==> config.mk <==
export PLATFORM = sky130hd
export DESIGN_NAME = dead_reckoning_path_recorder
export DESIGN_NICKNAME = d
export VERILOG_FILES = /design/src/rtl/drpr_pkg.sv /design/src/rtl/drpr_cordic.sv /design/src/rtl/dead_reckoning_path_recorder.sv
export SDC_FILE = /design/constraint.sdc
export NUM_CORES = 2
export LEC_CHECK = 0
export BUFFER_PORTS_ARGS = -buffer_cell sky130_fd_sc_hd__buf_2
export CAP_MARGIN = 0
export CORE_UTILIZATION = 45
export DETAILED_ROUTE_END_ITERATION = 12
export GPL_TIMING_DRIVEN = 0
export MAX_ROUTING_LAYER = met4
export PLACE_DENSITY = 0.62
export SLEW_MARGIN = 20
export SYNTH_ARGS = -nofsm -noshare
export SYNTH_HDL_FRONTEND = slang
export SYNTH_SLANG_ARGS = --single-unit
==> constraint.sdc <==
create_clock -name clk -period 22.5 [get_ports clk]
set_input_delay 1.125 -clock clk [delete_from_list [all_inputs] [get_ports clk]]
set_output_delay 1.125 -clock clk [all_outputs]
set_load 0.05 [all_outputs]
==> src/rtl/drpr_pkg.sv <==
// Shared constants, command codes and the arctangent table for the path recorder.
// No dependencies; the other rtl files and the testbench import this package.
package drpr_pkg;

	localparam int POINT_CAPACITY = 256;
	localparam int CORDIC_STEPS   = 16;

	localparam int ATAN_LEN = 24;
	localparam int N_ITER   = (CORDIC_STEPS < ATAN_LEN) ? CORDIC_STEPS : ATAN_LEN;
	localparam int IT_W     = $clog2(N_ITER);
	localparam int CNT_W    = $clog2(POINT_CAPACITY + 1);

	// datapath widths
	localparam int POS_W   = 48;          // Q32.16 position
	localparam int VEC_W   = 50;          // CORDIC x/y, Q.30
	localparam int Z_W     = 34;          // residual angle, 2^32 per turn
	localparam int STEP_SH = 14;          // Q.30 -> Q.16
	localparam int D_W     = VEC_W - STEP_SH;
	localparam int PROD_W  = 46;          // 16-bit steps times 30-bit gain

	localparam logic [29:0] GAIN_Q30 = 30'd652032874;

	// command codes
	localparam logic [2:0] ACT_FWD   = 3'd0;
	localparam logic [2:0] ACT_BACK  = 3'd1;
	localparam logic [2:0] ACT_LEFT  = 3'd2;
	localparam logic [2:0] ACT_RIGHT = 3'd3;
	localparam logic [2:0] ACT_CLEAR = 3'd4;

	// atan(2^-i), 2^32 units per turn
	function automatic logic [31:0] atan_lut(input logic [4:0] i);
		logic [31:0] v;
		case (i)
			5'd0:  v = 32'h20000000;
			5'd1:  v = 32'h12E4051E;
			5'd2:  v = 32'h09FB385B;
			5'd3:  v = 32'h051111D4;
			5'd4:  v = 32'h028B0D43;
			5'd5:  v = 32'h0145D7E1;
			5'd6:  v = 32'h00A2F61E;
			5'd7:  v = 32'h00517C55;
			5'd8:  v = 32'h0028BE53;
			5'd9:  v = 32'h00145F2F;
			5'd10: v = 32'h000A2F98;
			5'd11: v = 32'h000517CC;
			5'd12: v = 32'h00028BE6;
			5'd13: v = 32'h000145F3;
			5'd14: v = 32'h0000A2FA;
			5'd15: v = 32'h0000517D;
			5'd16: v = 32'h000028BE;
			5'd17: v = 32'h0000145F;
			5'd18: v = 32'h00000A30;
			5'd19: v = 32'h00000518;
			5'd20: v = 32'h0000028C;
			5'd21: v = 32'h00000146;
			5'd22: v = 32'h000000A3;
			5'd23: v = 32'h00000051;
			default: v = 32'h00000000;
		endcase
		return v;
	endfunction

endpackage

==> src/rtl/drpr_cordic.sv <==
// Iterative rotation-mode CORDIC: one shift/add step per cycle, gain preloaded.
// Depends on drpr_pkg. Returns the Q.16 step vector along the given heading.
module drpr_cordic (
	input  logic                               clk,
	input  logic                               arst_n,
	input  logic                               start,
	input  logic [15:0]                        distance,
	input  logic [15:0]                        heading,
	output logic                               done,
	output logic signed [drpr_pkg::D_W-1:0]    dx,
	output logic signed [drpr_pkg::D_W-1:0]    dy
);
	import drpr_pkg::*;

	typedef enum logic [2:0] {
		C_IDLE = 3'b001,
		C_ITER = 3'b010,
		C_FIN  = 3'b100
	} cst_t;

	cst_t                    state_q;
	logic [IT_W-1:0]         iter_q;
	logic signed [VEC_W-1:0] x_q, y_q;
	logic signed [Z_W-1:0]   z_q;
	logic                    flip_q;
	logic signed [D_W-1:0]   dx_q, dy_q;
	logic                    done_q;

	logic                    fold;
	logic [15:0]             h_fold;
	logic [PROD_W-1:0]       prod;
	logic signed [VEC_W-1:0] xs, ys, x_n, y_n, xf, yf, xsh, ysh;
	logic signed [Z_W-1:0]   at, z_n;

	// fold the left half-plane onto the right and negate at the end
	assign fold   = (heading >= 16'd16384) && (heading < 16'd49152);
	assign h_fold = fold ? (heading - 16'd32768) : heading;
	assign prod   = distance * GAIN_Q30;

	assign xs = x_q >>> iter_q;
	assign ys = y_q >>> iter_q;
	assign at = {{(Z_W-32){1'b0}}, atan_lut(5'(iter_q))};

	always_comb begin
		if (!z_q[Z_W-1]) begin
			x_n = x_q - ys;
			y_n = y_q + xs;
			z_n = z_q - at;
		end else begin
			x_n = x_q + ys;
			y_n = y_q - xs;
			z_n = z_q + at;
		end
	end

	assign xf  = flip_q ? -x_q : x_q;
	assign yf  = flip_q ? -y_q : y_q;
	assign xsh = xf >>> STEP_SH;
	assign ysh = yf >>> STEP_SH;

	always_ff @(posedge clk or negedge arst_n) begin
		if (!arst_n) begin
			state_q <= C_IDLE;
			iter_q  <= '0;
			done_q  <= 1'b0;
		end else begin
			done_q <= 1'b0;
			unique case (state_q)
				C_IDLE: begin
					if (start) begin
						iter_q  <= '0;
						state_q <= C_ITER;
					end
				end
				C_ITER: begin
					if (iter_q == IT_W'(N_ITER - 1)) begin
						state_q <= C_FIN;
					end
					iter_q <= iter_q + 1'b1;
				end
				C_FIN: begin
					done_q  <= 1'b1;
					state_q <= C_IDLE;
				end
				default: state_q <= C_IDLE;
			endcase
		end
	end

	always_ff @(posedge clk) begin
		if (state_q == C_IDLE && start) begin
			x_q    <= {{(VEC_W-PROD_W){1'b0}}, prod};
			y_q    <= '0;
			z_q    <= {{(Z_W-32){h_fold[15]}}, h_fold, 16'h0000};
			flip_q <= fold;
		end else if (state_q == C_ITER) begin
			x_q <= x_n;
			y_q <= y_n;
			z_q <= z_n;
		end
		if (state_q == C_FIN) begin
			dx_q <= xsh[D_W-1:0];
			dy_q <= ysh[D_W-1:0];
		end
	end

	assign done = done_q;
	assign dx   = dx_q;
	assign dy   = dy_q;

endmodule

==> src/rtl/dead_reckoning_path_recorder.sv <==
// Dead-reckoning path recorder: command decode, position update, output register.
// Depends on drpr_pkg and drpr_cordic.
//
// Usage
//   Input channel (in_valid / in_stall) carries one command request:
//   forward, backward, turn left, turn right or clear points. The block
//   raises in_stall while a move is in progress; turns, clears and unused
//   codes complete in the accept cycle, so they can follow back to back.
//   A move runs through these steps from its accept to the next accept:
//   the accept cycle loads the gain-scaled distance, then come the CORDIC
//   steps on the shared shift/add unit, the fold and scale of the vector,
//   its hand-over, and the add into the position with 48-bit saturation.
//   Output channel (out_valid / out_stall) carries one result request per
//   move: truncated x/y, point index and recorded flag. The result sits in
//   an output register, so the next command is accepted while it waits;
//   a later move holds in its final cycle until that register is taken.
//   Reset (arst_n low) clears heading, position, point count and the output
//   valid flag; no request is pending after reset.
module dead_reckoning_path_recorder (
	input  logic               clk,
	input  logic               arst_n,
	input  logic               in_valid,
	output logic               in_stall,
	input  logic [2:0]         action,
	input  logic [15:0]        distance,
	input  logic [15:0]        turn_amount,
	output logic               out_valid,
	input  logic               out_stall,
	output logic signed [31:0] point_x,
	output logic signed [31:0] point_y,
	output logic [7:0]         point_index,
	output logic               recorded
);
	import drpr_pkg::*;

	typedef enum logic [2:0] {
		ST_IDLE = 3'b001,
		ST_ROT  = 3'b010,
		ST_POST = 3'b100
	} state_t;

	state_t                  state_q;
	logic [15:0]             heading_q;
	logic signed [POS_W-1:0] pos_x_q, pos_y_q;
	logic [CNT_W-1:0]        count_q;
	logic                    back_q;
	logic                    out_valid_q;
	logic [7:0]              idx_q;
	logic                    rec_q;

	logic                    accept;
	logic                    is_move;
	logic                    cordic_start;
	logic                    cordic_done;
	logic signed [D_W-1:0]   dx, dy;
	logic                    out_free;
	logic                    post_fire;
	logic signed [POS_W:0]   sum_x, sum_y;
	logic signed [POS_W-1:0] new_x, new_y;
	logic                    has_room;

	function automatic logic signed [POS_W-1:0] sat_pos(input logic signed [POS_W:0] v);
		logic signed [POS_W-1:0] r;
		if (v[POS_W] != v[POS_W-1]) begin
			r = v[POS_W] ? {1'b1, {(POS_W-1){1'b0}}} : {1'b0, {(POS_W-1){1'b1}}};
		end else begin
			r = v[POS_W-1:0];
		end
		return r;
	endfunction

	// integer part, rounded toward zero
	function automatic logic signed [31:0] trunc_int(input logic signed [POS_W-1:0] p);
		logic signed [31:0] r;
		r = p[POS_W-1:16];
		if (p[POS_W-1] && (p[15:0] != 16'h0000)) begin
			r = r + 32'sd1;
		end
		return r;
	endfunction

	assign in_stall     = (state_q != ST_IDLE);
	assign accept       = in_valid && !in_stall;
	assign is_move      = (action == ACT_FWD) || (action == ACT_BACK);
	assign cordic_start = accept && is_move;

	drpr_cordic u_cordic (
		.clk      (clk),
		.arst_n   (arst_n),
		.start    (cordic_start),
		.distance (distance),
		.heading  (heading_q),
		.done     (cordic_done),
		.dx       (dx),
		.dy       (dy)
	);

	// backward moves negate the already-floored step
	always_comb begin
		if (back_q) begin
			sum_x = {pos_x_q[POS_W-1], pos_x_q} - {{(POS_W+1-D_W){dx[D_W-1]}}, dx};
			sum_y = {pos_y_q[POS_W-1], pos_y_q} - {{(POS_W+1-D_W){dy[D_W-1]}}, dy};
		end else begin
			sum_x = {pos_x_q[POS_W-1], pos_x_q} + {{(POS_W+1-D_W){dx[D_W-1]}}, dx};
			sum_y = {pos_y_q[POS_W-1], pos_y_q} + {{(POS_W+1-D_W){dy[D_W-1]}}, dy};
		end
	end

	assign new_x     = sat_pos(sum_x);
	assign new_y     = sat_pos(sum_y);
	assign has_room  = (count_q < CNT_W'(POINT_CAPACITY));
	assign out_free  = !out_valid_q || !out_stall;
	assign post_fire = (state_q == ST_POST) && out_free;

	always_ff @(posedge clk or negedge arst_n) begin
		if (!arst_n) begin
			state_q     <= ST_IDLE;
			heading_q   <= '0;
			pos_x_q     <= '0;
			pos_y_q     <= '0;
			count_q     <= '0;
			back_q      <= 1'b0;
			out_valid_q <= 1'b0;
		end else begin
			// a new point replaces a taken one in the same cycle
			if (post_fire) begin
				out_valid_q <= 1'b1;
			end else if (!out_stall) begin
				out_valid_q <= 1'b0;
			end
			unique case (state_q)
				ST_IDLE: begin
					if (accept) begin
						unique case (action) inside
							ACT_FWD, ACT_BACK: begin
								back_q  <= (action == ACT_BACK);
								state_q <= ST_ROT;
							end
							ACT_LEFT:  heading_q <= heading_q + turn_amount;
							ACT_RIGHT: heading_q <= heading_q - turn_amount;
							ACT_CLEAR: count_q   <= '0;
							default: ;
						endcase
					end
				end
				ST_ROT: begin
					if (cordic_done) begin
						state_q <= ST_POST;
					end
				end
				ST_POST: begin
					if (post_fire) begin
						pos_x_q <= new_x;
						pos_y_q <= new_y;
						if (has_room) begin
							count_q <= count_q + 1'b1;
						end
						state_q <= ST_IDLE;
					end
				end
				default: state_q <= ST_IDLE;
			endcase
		end
	end

	always_ff @(posedge clk) begin
		if (post_fire) begin
			idx_q <= has_room ? 8'(count_q) : 8'h00;
			rec_q <= has_room;
		end
	end

	// position registers only change when the output register is free,
	// so the truncated point follows them directly
	assign out_valid   = out_valid_q;
	assign point_x     = trunc_int(pos_x_q);
	assign point_y     = trunc_int(pos_y_q);
	assign point_index = idx_q;
	assign recorded    = rec_q;

endmodule

**Word-level counts from Yosys, hierarchy flattened**

Memory sizes are Yosys's and may differ from the RTL's.
Cells that the tools add are included.

- Output and inout bits: 75
- Memories: 1
- Register bits after elaboration: 350
- Memory bits (read-only): 480
- Word-level logic and storage cells: 133
- Input bits: 39

Memories:

| memory | depth | bits a word | rd ports | clocked after memory_dff | write ports | line | text |
|---|---|---|---|---|---|---|---|
| (name not given) | 16 | 30 | 1 | 0 | 0 | drpr_pkg.sv:33 | `case (i)` |

- Eq/ne operators: 23
- Order comparisons: 3
- Shifts and indexed selects: 2
- Multipliers: 1
- Multiplexer cells: 37
- Reduce and logical (&&, ||, !) cells: 27
- Add/sub/neg operators: 19

Operators with widths:

| kind | count |
|---|---|
| $mux 50 | 4 |
| $mux 48 | 4 |
| $mux 34 | 3 |
| $add 50x50->50 | 2 |
| $neg 50->50 | 2 |
| $sshr 50x4->50 | 2 |
| $sub 50x50->50 | 2 |
| $add 48x36->49 | 2 |
| $mux 49 | 2 |
| $sub 48x36->49 | 2 |
| $mux 46 | 2 |
| $add 32x2->32 const B | 2 |
| $mux 32 | 2 |
| $mul 16x29->45 const B | 1 |
| $mux 9 | 4 |
| $add 34x33->34 | 1 |
| $sub 34x33->34 | 1 |
| $pmux 16 s2 | 1 |
| $reduce_bool 16->1 | 2 |
| $mux 3 | 6 |
| $pmux 9 s2 | 1 |
| $add 16x16->16 | 1 |
| $ge 16x15->1 const B | 1 |
| $lt 16x16->1 const B | 1 |
| other kinds (29) | 61 |

**Longest topological paths before layout**

- Word-level depth: 6
- Mapped depth: 34
- Gate-level depth less buffers: 27

**Modules after synthesis**

A second synthesis with hierarchy kept.

- Cells, all modules: 5708
- Area total of the unflattened synthesis: 47605.7 sq um

Modules (own cells, without submodules):

| module | times used | area each (sq um) | sequential area each (sq um) | cells an instance |
|---|---|---|---|---|
| drpr_cordic | 1 | 32592.5 | 5706.7 | 3741 |
| dead_reckoning_path_recorder | 1 | 15013.1 | 3424.5 | 1967 |

**Worst setup path before layout**

No wires, ideal clock.

- Path kind: register to register
- From: register u_cordic.iter_q[0]
- To: register u_cordic.z_q[33] (data pin)
- Clock period less this slack: 7748 ps
- Cell stages (with the launch flop): 33
- Arrival time: 7485 ps
- Path slack: 14752 ps
- Path buffers: 11
- Required time: 22237 ps
- Library setup time: 263 ps
- Path through: dfrtp_1 -> buf_2 -> buf_4 -> buf_2 -> inv_1 -> buf_2 -> buf_1 -> buf_1 -> buf_2 -> buf_2 -> buf_1 -> buf_1 -> ha_1 -> clkbuf_1 -> nor2_1 -> nor3_1 -> a31oi_1 -> ha_1 -> nor3b_1 -> a21oi_1 -> xnor2_1 -> ha_1 -> a21oi_1 -> nor2b_1 -> o21ai_0 -> a211oi_1 -> a211o_1 -> o311ai_0 -> a21oi_1 -> a41o_1 -> o41a_1 -> a31oi_1 -> o21ai_0

- Longest elaborated chain between the ends: 5
- Elaborated cells on any way between the ends: 6
- Classes of those cells: add/sub: 2; mux: 3; memory: 1

RTL lines:

| what | line | text |
|---|---|---|
| from (decl) | drpr_cordic.sv:22 | `logic [IT_W-1:0] iter_q;` |
| from (signal assigned) | drpr_cordic.sv:79 | `iter_q <= iter_q + 1'b1;` |
| $mem_v2 16x30 * | -- |  |
| $sub 34x33->34 or $add 34x33->34 (tied branches) | drpr_cordic.sv:48, drpr_cordic.sv:52 |  |
| $mux 34 * | drpr_cordic.sv:45 | `if (!z_q[Z_W-1]) begin` |
| $mux 34 * | drpr_cordic.sv:96 | `end else if (state_q == C_ITER) begin` |
| $mux 34 * | drpr_cordic.sv:91 | `if (state_q == C_IDLE && start) begin` |
| to (signal assigned) | drpr_cordic.sv:94 | `z_q <= {{(Z_W-32){h_fold[15]}}, h_fold, 16'h0000};` |
| to (signal assigned) | drpr_cordic.sv:99 | `z_q <= z_n;` |
| to (decl) | drpr_cordic.sv:24 | `logic signed [Z_W-1:0] z_q;` |

Every way passes the cells marked *; elsewhere a longest branch is shown, timed or not. The select of a mux whose other input is x is not followed.
A chain may end at the register's enable or synchronous reset.

**Worst setup path after layout**

- From: register u_cordic.iter_q[2]
- To: register u_cordic.y_q[46]

- Longest elaborated chain between the ends: 3
- Elaborated cells on any way between the ends: 4
- Classes of those cells: add/sub: 2; shift: 1; mux: 1

RTL lines:

| what | line | text |
|---|---|---|
| $sshr 50x4->50 * | drpr_cordic.sv:40 | `assign xs = x_q >>> iter_q;` |
| $add 50x50->50 or $sub 50x50->50 (tied branches) | drpr_cordic.sv:47, drpr_cordic.sv:51 |  |
| $mux 50 * | drpr_cordic.sv:45 |  |
| to (signal assigned) | drpr_cordic.sv:98 | `y_q <= y_n;` |
| to (decl) | drpr_cordic.sv:23 | `logic signed [VEC_W-1:0] x_q, y_q;` |

Every way passes the cells marked *; elsewhere a longest branch is shown, timed or not.

==> metrics.md <==
| Metric | Value |
|---|---|
| Synth Area per Inst | 8.395 sq um |
| Sequential fraction of the synthesis area | 19.66% |
| Starting Density | 45.52% |
| Grt ovf | 0 |
| #FFs+latches synth | 350 |
| DRC | 0 |
| Layout Nets | 6341 |
| Logic pwr share | 62.1% |
| Syn Std Cell Area | 46440 sq um |
| Clock sink total | 350 |
| Final-report hold violation count | 0 |
| CTS tree | done |
| Fraction of layout cells with a size suffix above 1 | 7.854% |
| Root buf cell | clkbuf_16 |
| Cells after synthesis | ~5500 |
| Post-synth EDFFs | 145 |
| Die width | 323.3 um |
| Worst Tran Pin Value | 1.294 ns |
| Clock power frac | 20.6% |
| Critical Path RT | 23.01 ns |
| Final min period | 11.43 ns |
| Hold crit path type | reg -> reg |
| Reg clk slew, reported paths | 0.06 ns |
| Min Hold Slack | about 0.46 ns |
| Final Max Tran Viols | 0 |
| Max-slew headroom | 13.75% |
| Die Span Y | 323.3 um |
| R2R depth | 22 |
| Iteration-0 DRC Markers | just over 4000 |
| Cts repair resizes | 0 |
| Clk_lat worst skew | 0.66 ns |
| Pwr/cell area | 75.74 nW/um^2 |
| Post-CTS Setup Bufs | 0 |
| Core box area | 102000 sq um |
| Status | finished clean |
| Maximum number of pins on one net before global-route repair | 83 |
| Period utilization | 50.79% |
| R2r startpoint | u_cordic.iter_q[2]$_DFFE_PN0P_ |
| First-pass GRT wire length | 260800 um |
| I/O pins | between 100 and 150 |
| Type of the worst setup path | reg -> reg |
| Initial antenna violation count | 6 |
| Final WL | 175400 um |
| Post-synth ARST share | 38.29% |
| Cts bufs inserted | 47 |
| Max VDD drop | 0.1547 mV |
| Pre-Repair DR Iteration Count | 8 |
| Setup TNS | 0 ns |
| Startpoint Class | flip-flop |
| Routed Antenna Nets | 0 |
| Yosys warns | 0 |
| CP Max Fanout | 10 |
| Reg-to-reg endpoint | u_cordic.y_q[46]$_SDFFE_PP0P_ |
| Max cap viols | 0 |
| CP endpoint kind | flip-flop |
| RSZ-0062 raised after global routing | false |
| Max H-tree Level | 2 |
| DP HPWL | 139000 um |
| Library cells used by synthesis | 94 |
| Utilization after layout | between 40% and 50% |
| Die Area | 104500 sq um |
| IO buf count | 113 |
| Placer congestion estimate | 1.043 |
| Final setup violation count | 0 |
| Sequential share of power | 17.3% |
| Switching share of total power | 44.23% |
| Global Route Usage Sum | about a third |
| Lkg Pwr | 22.46 nW |
| Critical path endpoint | u_cordic.y_q[46]$_SDFFE_PP0P_ |
| Routed via count | about 44000 |
| Worst EP arrival | 11.94 ns |
| Post-synth net total | 6170 |
| Reg2reg setup slack | 11.07 ns |
| FMAX | 87.50 MHz |
| Clock skew | between 0.04 and 0.05 ns |
| Vias/cell | 6.131 |
| Cts hold-fix bufs | 0 |
| Sw power | 0.001691 W |
| Clock buffer depth | 3 |
| CP startpoint | u_cordic.iter_q[2]$_DFFE_PN0P_ |
| Wire length per cell | 24.67 um |
| Number of global-route vias before repair | between 40000 and 50000 |
| Synth Flop Type | edfxtp_1 |
| Layout area overhead | 8.677% |
| Pint | 0.002132 W |
| Core Rows | between 100 and 150 |
==> worst max-delay path, stage by stage, from the launching register on <==
cell       delay, ns
dfrtp_1         0.46
clkbuf_1        0.41
buf_2           0.48
clkbuf_1        0.67
buf_1           0.81
clkbuf_1        0.81
buf_1           0.80
clkbuf_1        0.91
buf_1           1.02
clkbuf_1        0.58
o21ai_0         0.24
xor2_1          0.35
ha_1            0.36
a2111oi_0       0.73
o21ai_0         0.47
o2111ai_1       0.60
a21oi_1         0.22
o2111ai_1       0.25
nand2_1         0.13
o31ai_1         0.45
a31oi_1         0.21
nor3_1          0.20
o21ai_0         0.11
==> per-layer routing <==
metal	track usage, %	share of wire (%)	vias up
met3	5.723	7.9	383
met1	44.02	43	21120
li1	-	-	20200
met5	-	0	-
met2	52.55	45	1890
met4	14.48	4.8	0
==> worst min path at each step <==
stage                                       start                             to  depth (start not counted)
global route         u_cordic.z_q[0]$_SDFFE_PP0P_   u_cordic.z_q[0]$_SDFFE_PP0P_                          2
floorplan           u_cordic.z_q[12]$_SDFFE_PP0P_  u_cordic.z_q[12]$_SDFFE_PP0P_                          2
detailed placement  u_cordic.z_q[15]$_SDFFE_PP0P_  u_cordic.z_q[15]$_SDFFE_PP0P_                          2
global placement    u_cordic.z_q[14]$_SDFFE_PP0P_  u_cordic.z_q[14]$_SDFFE_PP0P_                          2
CTS                                        arst_n        pos_x_q[20]$_DFFE_PN0P_                          1
finish               u_cordic.z_q[0]$_SDFFE_PP0P_   u_cordic.z_q[0]$_SDFFE_PP0P_                          2
==> power groups by stage <==
stage | clock [W] | combinational (W) | sequential [W]
final | 0.000787 | 0.00238 | 0.000660
after global routing | 0.000819 | 0.00271 | 0.000659
after CTS | 0.000798 | 0.00238 | 0.000660
after detailed placement | 0 | 0.00236 | 0.000672
after global placement | 0 | 0.00233 | 0.000672
after floorplan | 0 | 0.00181 | 0.000672
==> area by class of cell <==
type / instances / area, sq um
fill: 10050 / 51560
buffer: 265 / 1141
sequential: 350 / 9131
multi-input combinational: 4518 / 34710
antenna: 1 / 2.502
tap: 1368 / 1712
clock inverter: 17 / 234.0
clock buffer: 71 / 1359
inverter: 399 / 1500
timing repair buffer: 122 / 683.2
==> sequential cells by signal, summed over array words and instances, names as in the netlist <==
name and count:
u_cordic.x_q 50, u_cordic.y_q 50, pos_x_q 48, pos_y_q 48
u_cordic.dx 36, u_cordic.dy 36, u_cordic.z_q 34, heading_q 16
count_q 9, point_index 8, u_cordic.iter_q 4, state_q 3
u_cordic.state_q 3, back_q 1, out_valid 1, recorded 1
u_cordic.done 1, u_cordic.flip_q 1
==> Yosys cell counts, types with 145 or more instances <==
master	n	area, sq um
nand2_1	538	2019
edfxtp_1	145	4354
fa_1	174	3483
nor2_1	349	1310
a21oi_1	470	2352
xor2_1	197	1725
a21o_1	177	1329
inv_1	398	1494
clkbuf_1	179	671.9
ha_1	425	5318
o21ai_0	408	2042
xnor2_1	396	3468
==> cells in the final DEF, fill, tap and decap left out, types with 74 or more instances in the layout <==
cell type	synthesis	routed
inv_1	398	397
dfrtp_1	132	132
ha_1	425	425
a21o_1	177	177
nand2_1	538	538
buf_2	28	140
clkbuf_1	179	188
fa_1	174	174
nand3_1	124	124
edfxtp_1	145	145
xnor2_1	396	396
nor3_1	74	74
nor2_1	349	349
o21ai_0	408	408
xor2_1	197	197
a21oi_1	470	469
mux2i_1	87	87
mux4_2	108	108
==> kinds of logic after synthesis <==
| group | synth area share, % |
|---|---|
| multiplexers | 8.058 |
| buffers and inverters | 5.660 |
| XOR/XNOR | 11.18 |
| adder cells (fa/ha/maj) | 19.51 |
| AND/OR/NAND/NOR | 15.63 |
| flip-flops | 19.66 |
| AO/OA/AOI/OAI | 20.30 |
==> per-stage QoR <==
step	std cells	setup slack, ns	instance area (sq um)	power, W
CTS	7110	11.41	50460	0.003839
floorplan	5532	14.75	46440	0.002486
global route	7110	10.54	50470	0.004189
detailed placement	7022	11.46	48870	0.003028
finish	7111	11.07	50470	0.003823
global placement	7013	11.52	48720	0.003006
(Power assumes the default switching activity.)
